### src/sv/multi_channel_echo_ranger_core_macros.svh
// Assertion macros shared by the echo ranger RTL.
// Depends on nothing; included by the files that carry assertions.
`ifndef MULTI_CHANNEL_ECHO_RANGER_CORE_MACROS_SVH
`define MULTI_CHANNEL_ECHO_RANGER_CORE_MACROS_SVH

// Same-cycle implication, disabled while reset is asserted.
`define MCER_ASSERT_IMP(label, clk, rst_n, ante, cons, msg) \
    label: assert property (@(posedge clk) disable iff (!rst_n) (ante) |-> (cons)) \
        else $error(msg);

// Next-cycle implication, disabled while reset is asserted.
`define MCER_ASSERT_NXT(label, clk, rst_n, ante, cons, msg) \
    label: assert property (@(posedge clk) disable iff (!rst_n) (ante) |=> (cons)) \
        else $error(msg);

`endif

### src/sv/mcer_pkg.sv
// Shared types and constants of the echo ranger.
// Depends on nothing; imported by every module of the block.
package mcer_pkg;

    typedef enum logic [1:0] {
        CMD_POLL    = 2'd0,
        CMD_CAPTURE = 2'd1,
        CMD_READ    = 2'd2,
        CMD_UNUSED  = 2'd3
    } t_cmd;

    typedef enum logic [1:0] {
        KIND_TRIGGER = 2'd0,
        KIND_MEASURE = 2'd1,
        KIND_READ    = 2'd2,
        KIND_UNUSED  = 2'd3
    } t_kind;

    localparam int unsigned GAP_RESET  = 30;
    localparam int unsigned US_PER_CM  = 58;
    localparam int unsigned CM_MAX     = 255;
    localparam int unsigned WIDTH_MAX  = 65535;
    localparam int unsigned SAT_SPAN   = (CM_MAX + 1) * US_PER_CM;
    localparam int unsigned CM_SHIFT   = 20;
    localparam int unsigned CM_RECIP   = ((1 << CM_SHIFT) + US_PER_CM - 1) / US_PER_CM;

    typedef struct packed {
        logic       fire;
        logic [1:0] target;
    } t_trig;

    typedef struct packed {
        logic        done;
        logic [7:0]  cm;
        logic [15:0] width;
        logic [7:0]  rd_cm;
    } t_echo;

endpackage

### src/sv/mcer_trigger.sv
// Round-robin trigger scheduler: gap check against the last trigger time.
// Depends on mcer_pkg.
module mcer_trigger import mcer_pkg::*; #(
    parameter int SENSORS = 3
) (
    input  logic        i_clk,
    input  logic        i_rst_n,
    input  logic        i_step,
    input  logic [31:0] i_now_ms,
    input  logic [7:0]  i_gap_ms,
    output t_trig       o_trig
);

    localparam int SIDX_W = (SENSORS > 1) ? $clog2(SENSORS) : 1;

    logic [SIDX_W-1:0] r_next;
    logic [SIDX_W-1:0] n_next;
    logic [31:0]       r_last;
    logic [31:0]       elapsed;

    always_comb begin
        elapsed       = i_now_ms - r_last;
        o_trig.fire   = (elapsed >= {24'd0, i_gap_ms});
        o_trig.target = 2'(r_next);
        if (r_next == SIDX_W'(SENSORS - 1)) begin
            n_next = '0;
        end else begin
            n_next = r_next + 1'b1;
        end
    end

    always_ff @(posedge i_clk) begin
        if (!i_rst_n) begin
            r_next <= '0;
            r_last <= '0;
        end else if (i_step && o_trig.fire) begin
            r_next <= n_next;
            r_last <= i_now_ms;
        end
    end

endmodule

### src/sv/mcer_echo.sv
// Per-sensor edge pairing, echo width and centimetre conversion.
// Depends on mcer_pkg.
module mcer_echo import mcer_pkg::*; #(
    parameter int SENSORS    = 3,
    parameter int TIMER_BITS = 16
) (
    input  logic        i_clk,
    input  logic        i_rst_n,
    input  logic        i_capture,
    input  logic [1:0]  i_sensor,
    input  logic [15:0] i_capture_value,
    output t_echo       o_echo
);

    localparam int SIDX_W = (SENSORS > 1) ? $clog2(SENSORS) : 1;

    logic [SENSORS-1:0]    r_await;
    logic [TIMER_BITS-1:0] r_start [SENSORS];
    logic [7:0]            r_dist  [SENSORS];

    logic                  in_rng;
    logic [SIDX_W-1:0]     sidx;
    logic [31:0]           cap_ext;
    logic [TIMER_BITS-1:0] val;
    logic [TIMER_BITS-1:0] start;
    logic [TIMER_BITS-1:0] span;
    logic [31:0]           span_ext;
    logic [28:0]           prod;

    always_comb begin
        in_rng   = (32'(i_sensor) < SENSORS);
        sidx     = SIDX_W'(i_sensor);
        cap_ext  = 32'(i_capture_value);
        val      = cap_ext[TIMER_BITS-1:0];
        start    = in_rng ? r_start[sidx] : '0;
        span     = val - start;
        span_ext = 32'(span);
        prod     = 29'(span_ext[13:0]) * 29'(CM_RECIP);

        o_echo.done = in_rng && r_await[sidx];
        if (span_ext >= 32'(SAT_SPAN)) begin
            o_echo.cm = 8'(CM_MAX);
        end else begin
            o_echo.cm = prod[CM_SHIFT+7:CM_SHIFT];
        end
        if (span_ext > 32'(WIDTH_MAX)) begin
            o_echo.width = 16'(WIDTH_MAX);
        end else begin
            o_echo.width = span_ext[15:0];
        end
        o_echo.rd_cm = in_rng ? r_dist[sidx] : 8'd0;
    end

    always_ff @(posedge i_clk) begin
        if (!i_rst_n) begin
            r_await <= '0;
            for (int i = 0; i < SENSORS; i++) begin
                r_start[i] <= '0;
                r_dist[i]  <= '0;
            end
        end else if (i_capture && in_rng) begin
            if (!r_await[sidx]) begin
                r_start[sidx] <= val;
                r_await[sidx] <= 1'b1;
            end else begin
                r_dist[sidx]  <= o_echo.cm;
                r_await[sidx] <= 1'b0;
            end
        end
    end

endmodule

### src/sv/multi_channel_echo_ranger_core.sv
// Top level of the three-channel ultrasonic echo ranger.
// Depends on mcer_pkg, mcer_trigger, mcer_echo and the assertion macros.
//
// Usage:
//   Input channel (i_in_valid / o_in_ready) carries one command per transfer:
//   a trigger poll with the millisecond time, a capture edge with a sensor
//   and a timer value, or a read of a sensor's stored distance.
//   Output channel (o_out_valid / i_out_ready) carries at most one result
//   per command: a trigger issued, a new measurement or a read reply.
//   Configuration channel (i_cfg_valid / o_cfg_ready) writes the minimum
//   trigger gap in milliseconds; it is always ready.
//   A command is held in an input register and evaluated from there; its
//   result is written to the output register once that register is free.
//   One command is taken per cycle unless a result stalls; the rate is set by
//   the single pass from input register to output register, updating state.
//   While the receiver stalls with a result waiting, the output register
//   holds it; the input register still accepts one command, after which
//   o_in_ready falls until the result is taken.
//   Reset clears all channel state, sets the gap to 30 ms and starts the
//   round robin at the left sensor.
`include "multi_channel_echo_ranger_core_macros.svh"

module multi_channel_echo_ranger_core import mcer_pkg::*; #(
    parameter int SENSORS    = 3,
    parameter int TIMER_BITS = 16
) (
    input  logic        i_clk,
    input  logic        i_rst_n,
    input  logic        i_in_valid,
    output logic        o_in_ready,
    input  logic [1:0]  i_command,
    input  logic [31:0] i_now_ms,
    input  logic [1:0]  i_sensor,
    input  logic [15:0] i_capture_value,
    output logic        o_out_valid,
    input  logic        i_out_ready,
    output logic [1:0]  o_event_kind,
    output logic [1:0]  o_target_sensor,
    output logic [7:0]  o_range_cm,
    output logic [15:0] o_echo_width_us,
    input  logic        i_cfg_valid,
    output logic        o_cfg_ready,
    input  logic [7:0]  i_cfg_data
);

    logic        r_in_vld;
    t_cmd        r_cmd;
    logic [31:0] r_now;
    logic [1:0]  r_sensor;
    logic [15:0] r_cap;

    logic        r_out_vld;
    t_kind       r_kind;
    logic [1:0]  r_target;
    logic [7:0]  r_dist;
    logic [15:0] r_width;

    logic [7:0]  r_gap;

    logic        out_free;
    logic        adv;
    logic        emit;
    t_kind       n_kind;
    logic [1:0]  n_target;
    logic [7:0]  n_dist;
    logic [15:0] n_width;
    t_trig       trig;
    t_echo       echo;

    assign out_free    = !r_out_vld || i_out_ready;
    assign adv         = r_in_vld && out_free;
    assign o_in_ready  = !r_in_vld || adv;
    assign o_cfg_ready = 1'b1;

    mcer_trigger #(
        .SENSORS (SENSORS)
    ) u_trigger (
        .i_clk    (i_clk),
        .i_rst_n  (i_rst_n),
        .i_step   (adv && (r_cmd == CMD_POLL)),
        .i_now_ms (r_now),
        .i_gap_ms (r_gap),
        .o_trig   (trig)
    );

    mcer_echo #(
        .SENSORS    (SENSORS),
        .TIMER_BITS (TIMER_BITS)
    ) u_echo (
        .i_clk           (i_clk),
        .i_rst_n         (i_rst_n),
        .i_capture       (adv && (r_cmd == CMD_CAPTURE)),
        .i_sensor        (r_sensor),
        .i_capture_value (r_cap),
        .o_echo          (echo)
    );

    always_comb begin
        emit     = 1'b0;
        n_kind   = KIND_TRIGGER;
        n_target = r_sensor;
        n_dist   = 8'd0;
        n_width  = 16'd0;
        case (r_cmd)
            CMD_POLL: begin
                emit     = trig.fire;
                n_target = trig.target;
            end
            CMD_CAPTURE: begin
                emit    = echo.done;
                n_kind  = KIND_MEASURE;
                n_dist  = echo.cm;
                n_width = echo.width;
            end
            CMD_READ: begin
                emit   = 1'b1;
                n_kind = KIND_READ;
                n_dist = echo.rd_cm;
            end
            default: begin
                emit = 1'b0;
            end
        endcase
    end

    always_ff @(posedge i_clk) begin
        if (!i_rst_n) begin
            r_in_vld  <= 1'b0;
            r_out_vld <= 1'b0;
            r_gap     <= 8'(GAP_RESET);
        end else begin
            if (i_cfg_valid) begin
                r_gap <= i_cfg_data;
            end
            if (o_in_ready) begin
                r_in_vld <= i_in_valid;
            end
            if (adv) begin
                r_out_vld <= emit;
            end else if (i_out_ready) begin
                r_out_vld <= 1'b0;
            end
        end
    end

    always_ff @(posedge i_clk) begin
        if (o_in_ready && i_in_valid) begin
            r_cmd    <= t_cmd'(i_command);
            r_now    <= i_now_ms;
            r_sensor <= i_sensor;
            r_cap    <= i_capture_value;
        end
        if (adv && emit) begin
            r_kind   <= n_kind;
            r_target <= n_target;
            r_dist   <= n_dist;
            r_width  <= n_width;
        end
    end

    assign o_out_valid     = r_out_vld;
    assign o_event_kind    = r_kind;
    assign o_target_sensor = r_target;
    assign o_range_cm      = r_dist;
    assign o_echo_width_us = r_width;

    `MCER_ASSERT_IMP(a_trig_zero, i_clk, i_rst_n, o_out_valid && (r_kind == KIND_TRIGGER), (o_range_cm == 8'd0) && (o_echo_width_us == 16'd0), "trigger result carries a distance or width")
    `MCER_ASSERT_IMP(a_read_zero, i_clk, i_rst_n, o_out_valid && (r_kind == KIND_READ), o_echo_width_us == 16'd0, "read reply carries an echo width")
    `MCER_ASSERT_IMP(a_stall_cause, i_clk, i_rst_n, !o_in_ready, r_in_vld && o_out_valid && !i_out_ready, "input stalled without a blocked result")
    `MCER_ASSERT_NXT(a_fire_emits, i_clk, i_rst_n, adv && (r_cmd == CMD_POLL) && trig.fire, o_out_valid && (r_kind == KIND_TRIGGER), "fired trigger poll produced no trigger result")

endmodule
### config.mk
export PLATFORM = sky130hd
export DESIGN_NAME = multi_channel_echo_ranger_core
export DESIGN_NICKNAME = d
export VERILOG_FILES = /design/src/sv/mcer_pkg.sv /design/src/sv/mcer_trigger.sv /design/src/sv/mcer_echo.sv /design/src/sv/multi_channel_echo_ranger_core.sv
export VERILOG_INCLUDE_DIRS = /design/src /design/src/sv
export SDC_FILE = /design/constraint.sdc
export NUM_CORES = 1
export LEC_CHECK = 0
export BUFFER_PORTS_ARGS = -buffer_cell sky130_fd_sc_hd__clkbuf_2
export CORE_MARGIN = 10
export CORE_UTILIZATION = 55
export DETAILED_ROUTE_END_ITERATION = 8
export GPL_TIMING_DRIVEN = 0
export PLACE_DENSITY_LB_ADDON = 0.12
export SKIP_LAST_GASP = 1
export SYNTH_ARGS = -nofsm -noshare
export SYNTH_HDL_FRONTEND = slang
export SYNTH_SLANG_ARGS = --single-unit
### constraint.sdc
create_clock -name i_clk -period 9.8 [get_ports i_clk]
set_input_delay 0.49 -clock i_clk [delete_from_list [all_inputs] [get_ports i_clk]]
set_output_delay 0.49 -clock i_clk [all_outputs]
set_load 0.01 [all_outputs]
==> After elaboration in Yosys (flattened, before gate mapping) <==
Memory sizes are Yosys's and may differ from the RTL's. A register that Yosys moved wholly into a read port is not among the register bits.
Cells that the tools add are included.
{ "op_classes": {"add_sub_neg": 3, "multipliers": 1, "order_cmp": 5, "eq_ne": 3, "n_mux": 32, "bitwise_logic": 3, "reduce_logical": 17} }
{ "op_table": {"columns": ["cell", "n"], "rows": [
  ["$ge A32 B8 Y1", 1],
  ["$mux W16", 2],
  ["$sub A32 B32 Y32", 1],
  ["$mul A14 B15 Y28 const B", 1],
  ["$mux W8", 3],
  ["$ge A16 B14 Y1 const B", 1],
  ["$pmux W8 S2", 1],
  ["$reduce_or A16 Y1", 1],
  ["$sub A16 B16 Y16", 1],
  ["$mux W1", 15],
  ["$mux W2", 6],
  ["$logic_and A1 B1 Y1", 9],
  ["$reduce_or A8 Y1", 1],
  ["$eq A2 B2 Y1 const B", 2],
  ["$pmux W2 S2", 1],
  ["$and A3 B3 Y3", 1],
  ["$lt A2 B3 Y1 const B", 1],
  ["$mux W3", 1],
  ["$not A3 Y3", 1],
  ["$or A3 B3 Y3", 1],
  ["$pmux W1 S3", 1],
  ["$add A2 B1 Y2 const B", 1],
  ["$bmux W1 S2", 1],
  ["$demux W1 S2", 1],
  ["7 further kinds", 9]
]} }
{ "totals": {"regBits": 127, "ram_bits": 72, "output_inout_bits": 31, "memories": 2} }
{ "memory_table": {"columns": ["memory", "words", "width", "rd", "rd_ports_with_merged_regs", "wr", "line_no", "text"], "rows": [
  ["u_echo.r_start", 3, 16, 1, 1, 3, "mcer_echo.sv:18", "logic [TIMER_BITS-1:0] r_start [SENSORS];"],
  ["u_echo.r_dist", 3, 8, 1, 1, 3, "mcer_echo.sv:19", "logic [7:0] r_dist [SENSORS];"]
]} }

==> Depth between registers and ports, before layout <==
{ "logic_depth": {"depth_word": 10, "depth_mapped": 36, "mapped_depth_nobuf": 34} }

==> Modules after synthesis <==
Synthesis repeated with hierarchy kept, for this count alone.
{ "unflattened": {"hier_cells": 1439, "hier_area_um2": 14866.8} }
{ "modules_own_cells": {"columns": ["module", "instances", "cells_each", "area_each_um2", "seq_area_each_um2"], "rows": [
  ["mcer_echo", 1, 784, 8012.7, 2222.1],
  ["mcer_trigger", 1, 487, 3633.5, 680.7],
  ["multi_channel_echo_ranger_core", 1, 168, 3220.6, 2602.5]
]} }

==> Worst setup path after synthesis <==
OpenSTA, ideal clock, no wires.
{ "synth_timing": {"path_kind": "flip-flop to flip-flop", "startpoint": "reg with a tool-made name", "endpoint": "reg r_dist[4], in the netlist o_range_cm[4] (data pin)", "setup_time_ns": 0.266, "arrival_ns": 9.062, "slack_ns": 0.471, "path_stages_with_launch": 31, "cell_sequence": "dfxtp_1 -> clkbuf_1 -> buf_1 -> mux4_2 -> and2_1 -> ha_1 -> nor2b_1 -> o21a_1 -> o21ai_0 -> a211oi_1 -> or2_2 -> o41ai_1 -> a221oi_1 -> inv_1 -> fa_1 -> fa_1 -> inv_1 -> fa_1 -> fa_1 -> fa_1 -> fa_1 -> ha_1 -> nand2_1 -> o2111ai_1 -> or3_1 -> o41ai_1 -> o211ai_1 -> o21a_1 -> or3_1 -> a21oi_1 -> o22ai_1"} }
{ "synth_lines": {"columns": ["item", "line_no", "text"], "rows": [
  ["end signal: assignment", "multi_channel_echo_ranger_core.sv:156", "r_dist <= n_dist;"],
  ["end: declaration", "multi_channel_echo_ranger_core.sv:55", "logic [7:0] r_dist;"]
]} }

==> results_dict.tcl <==
set metrics [dict create \
    numCtsBuffers 25 \
    crit_top_cell "fa_1" \
    drive_above_1_share 0.129 \
    grt_first_pass_wirelength_um 56700 \
    clk_pin_slew_worst_paths_ns 0.06 \
    viasPerCell 5.40 \
    layout_commonest_cell "inv_1" \
    ys_seq_area_frac 0.400 \
    final_cells 2011 \
    async_flop_share 0 \
    antenna_cells 0 \
    cp_slowest_stage_delay_ns 0.63 \
    cts_tree "done" \
    dieArea_mm2 0.0356 \
    reg2reg_depth 32 \
    synth.area.top_cells "edfxtp_1, ha_1, fa_1, dfxtp_1, inv_1" \
    yosys.area_share.adder 0.226 \
    synth_edf_count 176 \
    fin_nets 1926 \
    syn-mean-instance-area_um2 10.7 \
    cts_sinks 225 \
    syn-cell-area_mm2 0.0157 \
    ys_ff_latch 225 \
    die_y_um 189 \
    post-place-ws_ns -1.73 \
    max_clock_freq_ghz 0.107 \
    reg2reg_slack_ns 0.43 \
    io_pins 96 \
    die_w_um 189 \
    reg2reg_to "o_range_cm[5]" \
    worstSkewPairLatency_ns 0.52 \
    hold_end "r_now[3]" \
    maxSlewHeadroom 0.314 \
    grtUsageTotal 0.194 \
    synth_warnings 0 \
    critPathRequiredTime_ns 10.05 \
    drt_iter0_markers 848 \
    grt_setup_unrepaired "false" \
    setup_slack_ns 0.431 \
    synthCells 1464 \
    yosys.area.top_type "edfxtp_1" \
    route.vias.total 10900 \
    hold_slack_ns 0.147 \
    hp-start "i_now_ms[3]" \
    cts.htree.levels 1 \
    globalplace.congestion 0.935 \
    drtAntennaViolNets 0 \
    min_period_ns 9.37 \
    synth_compound_area_frac 0.0984 \
    slew_violations 0 \
    worstPathMaxFanout 10 \
    seqCellArea_mm2 0.00627 \
    arrival_ns 9.62 \
    cts_buffer_depth 3 \
    finalSetupTns_ns 0 \
    yosys.area_share.simple 0.121 \
    drcViolationCount 0 \
    ys.flop_type "edfxtp_1" \
    synth_top_area_share 0.337 \
    clock_skew_ns 0.0225 \
    muxShareOfSynthArea 0.0676 \
    hold_depth 1 \
    routedWlPerCell_um 17.1 \
    num_rows 61 \
    coreArea_mm2 0.0279 \
    synthXorXnorAreaFrac 0.0212 \
    grt_pass1_vias 11100 \
    crit_slowest_cell "fa_1" \
    critPathLaunchType "flip-flop" \
    synth.distinct_cells 79 \
    area_delta_synth_final_pct 13.1 \
    synth_top_family_by_area "adder cells" \
    end_kind "flip-flop" \
    antenna_found_initial 0 \
    hold_violations 0 \
    setup_viol 0 \
    dp_hpwl_um 27400 \
    finalWirelength_um 34400 \
    dp_cells 1961 \
    final_cell_mix "inv_1, ha_1, edfxtp_1" \
    overflow 0 \
    max-cap-violations 0 \
    grt_max_degree 29 \
    nFillCells 2353 \
    port_buffers 93 \
    drtPass1Iterations 5 \
    min_path_type "primary input to flip-flop" \
    tightest_slew_ns 1.02 \
    initial_core_util 0.561 \
    cts_root_buf "clkbuf_16" \
    multiInputGateArea_mm2 0.00855 \
    critPathKind "flip-flop to flip-flop" \
    status "finished clean" \
    fin_crit_sh 0.956 \
]
[synthesized netlist by cell type (9+ instances only)]
library cell,n
fa_1,61
o211ai_1,22
nor2_1,90
nand2_1,152
dfxtp_1,49
clkbuf_1,30
ha_1,185
nor3_1,20
nand3_1,20
inv_1,198
a21o_1,26
xor2_1,11
nand4_1,11
mux4_2,23
xnor2_1,27
o22ai_1,9
o21ai_0,25
o21a_1,17
a21oi_1,54
and3_1,10
nor2b_1,15
and2_1,50
edfxtp_1,176
mux2i_1,45
[registers in the layout, indices dropped and copies added, names as in the netlist, 8 cells and up, named ones only]
signal and count:
r_gap 8, r_cap 16, o_range_cm 8, u_echo.r_start 64, u_trigger.r_last 32, r_now 32
o_echo_width_us 16, u_echo.r_dist 32
[final cells by class]
class / count / area share
inverters: 199 / 0.0422
flip-flops and latches: 225 / 0.354
multi-input cells: 1014 / 0.482
well taps: 378 / 0.0267
plain buffers: 47 / 0.0156
clock inverters: 9 / 0.00862
repair buffers: 103 / 0.0314
clock buffers: 36 / 0.0394
[through the flow]
step                utilization  cell area, um^2
finish                    0.634            17700
CTS                       0.632            17700
global placement          0.598            16700
global route              0.634            17700
floorplan                     -            15800
detailed placement        0.599            16700
[how the worst max path moves through the flow]
stage | cells after the start | end
finish | 32 | o_range_cm[5]
floorplan | 30 | o_range_cm[4]
CTS | 30 | o_range_cm[4]
global route | 31 | o_range_cm[5]
global placement | 31 | o_range_cm[4]
detailed placement | 30 | o_range_cm[4]
[routing by layer]
metal	global-route usage	wire, um
met3	0.0284	1380
met1	0.233	14400
met4	0.0553	858
met5	0	0
met2	0.352	17800
[cells by family after synthesis]
logic type | count (synthesis)
adder cells (fa/ha/maj) | 247
XOR/XNOR | 38
multiplexers | 76
AO/OA/AOI/OAI | 224
flip-flops | 225
buffers and inverters | 248
other | 2
AND/OR/NAND/NOR | 404
[critical path: cells and delay by family, from the launching register on]
| family | cells | cell delay, ns |
|---|---|---|
| buffers and inverters | 5 | 0.88 |
| xor gates and xnor gates | 4 | 0.71 |
| and+or+nand+nor | 6 | 1.23 |
| AOI/OAI and AO/OA | 8 | 1.81 |
| adders and majority gates | 8 | 3.58 |
| muxes | 1 | 0.34 |
| DFF | 1 | 0.53 |
[timing repair]
item,in CTS,in global routing
hold buffers,0,0
resized for setup,18,13
pin swaps,1,2
hold endpoints to repair,0,0
endpoints found under the setup margin,40,30
setup buffers,2,4
Power is left out: the tool's default activity adds up to more than one toggle a clock period on the data nets, which glitch-free logic cannot reach.
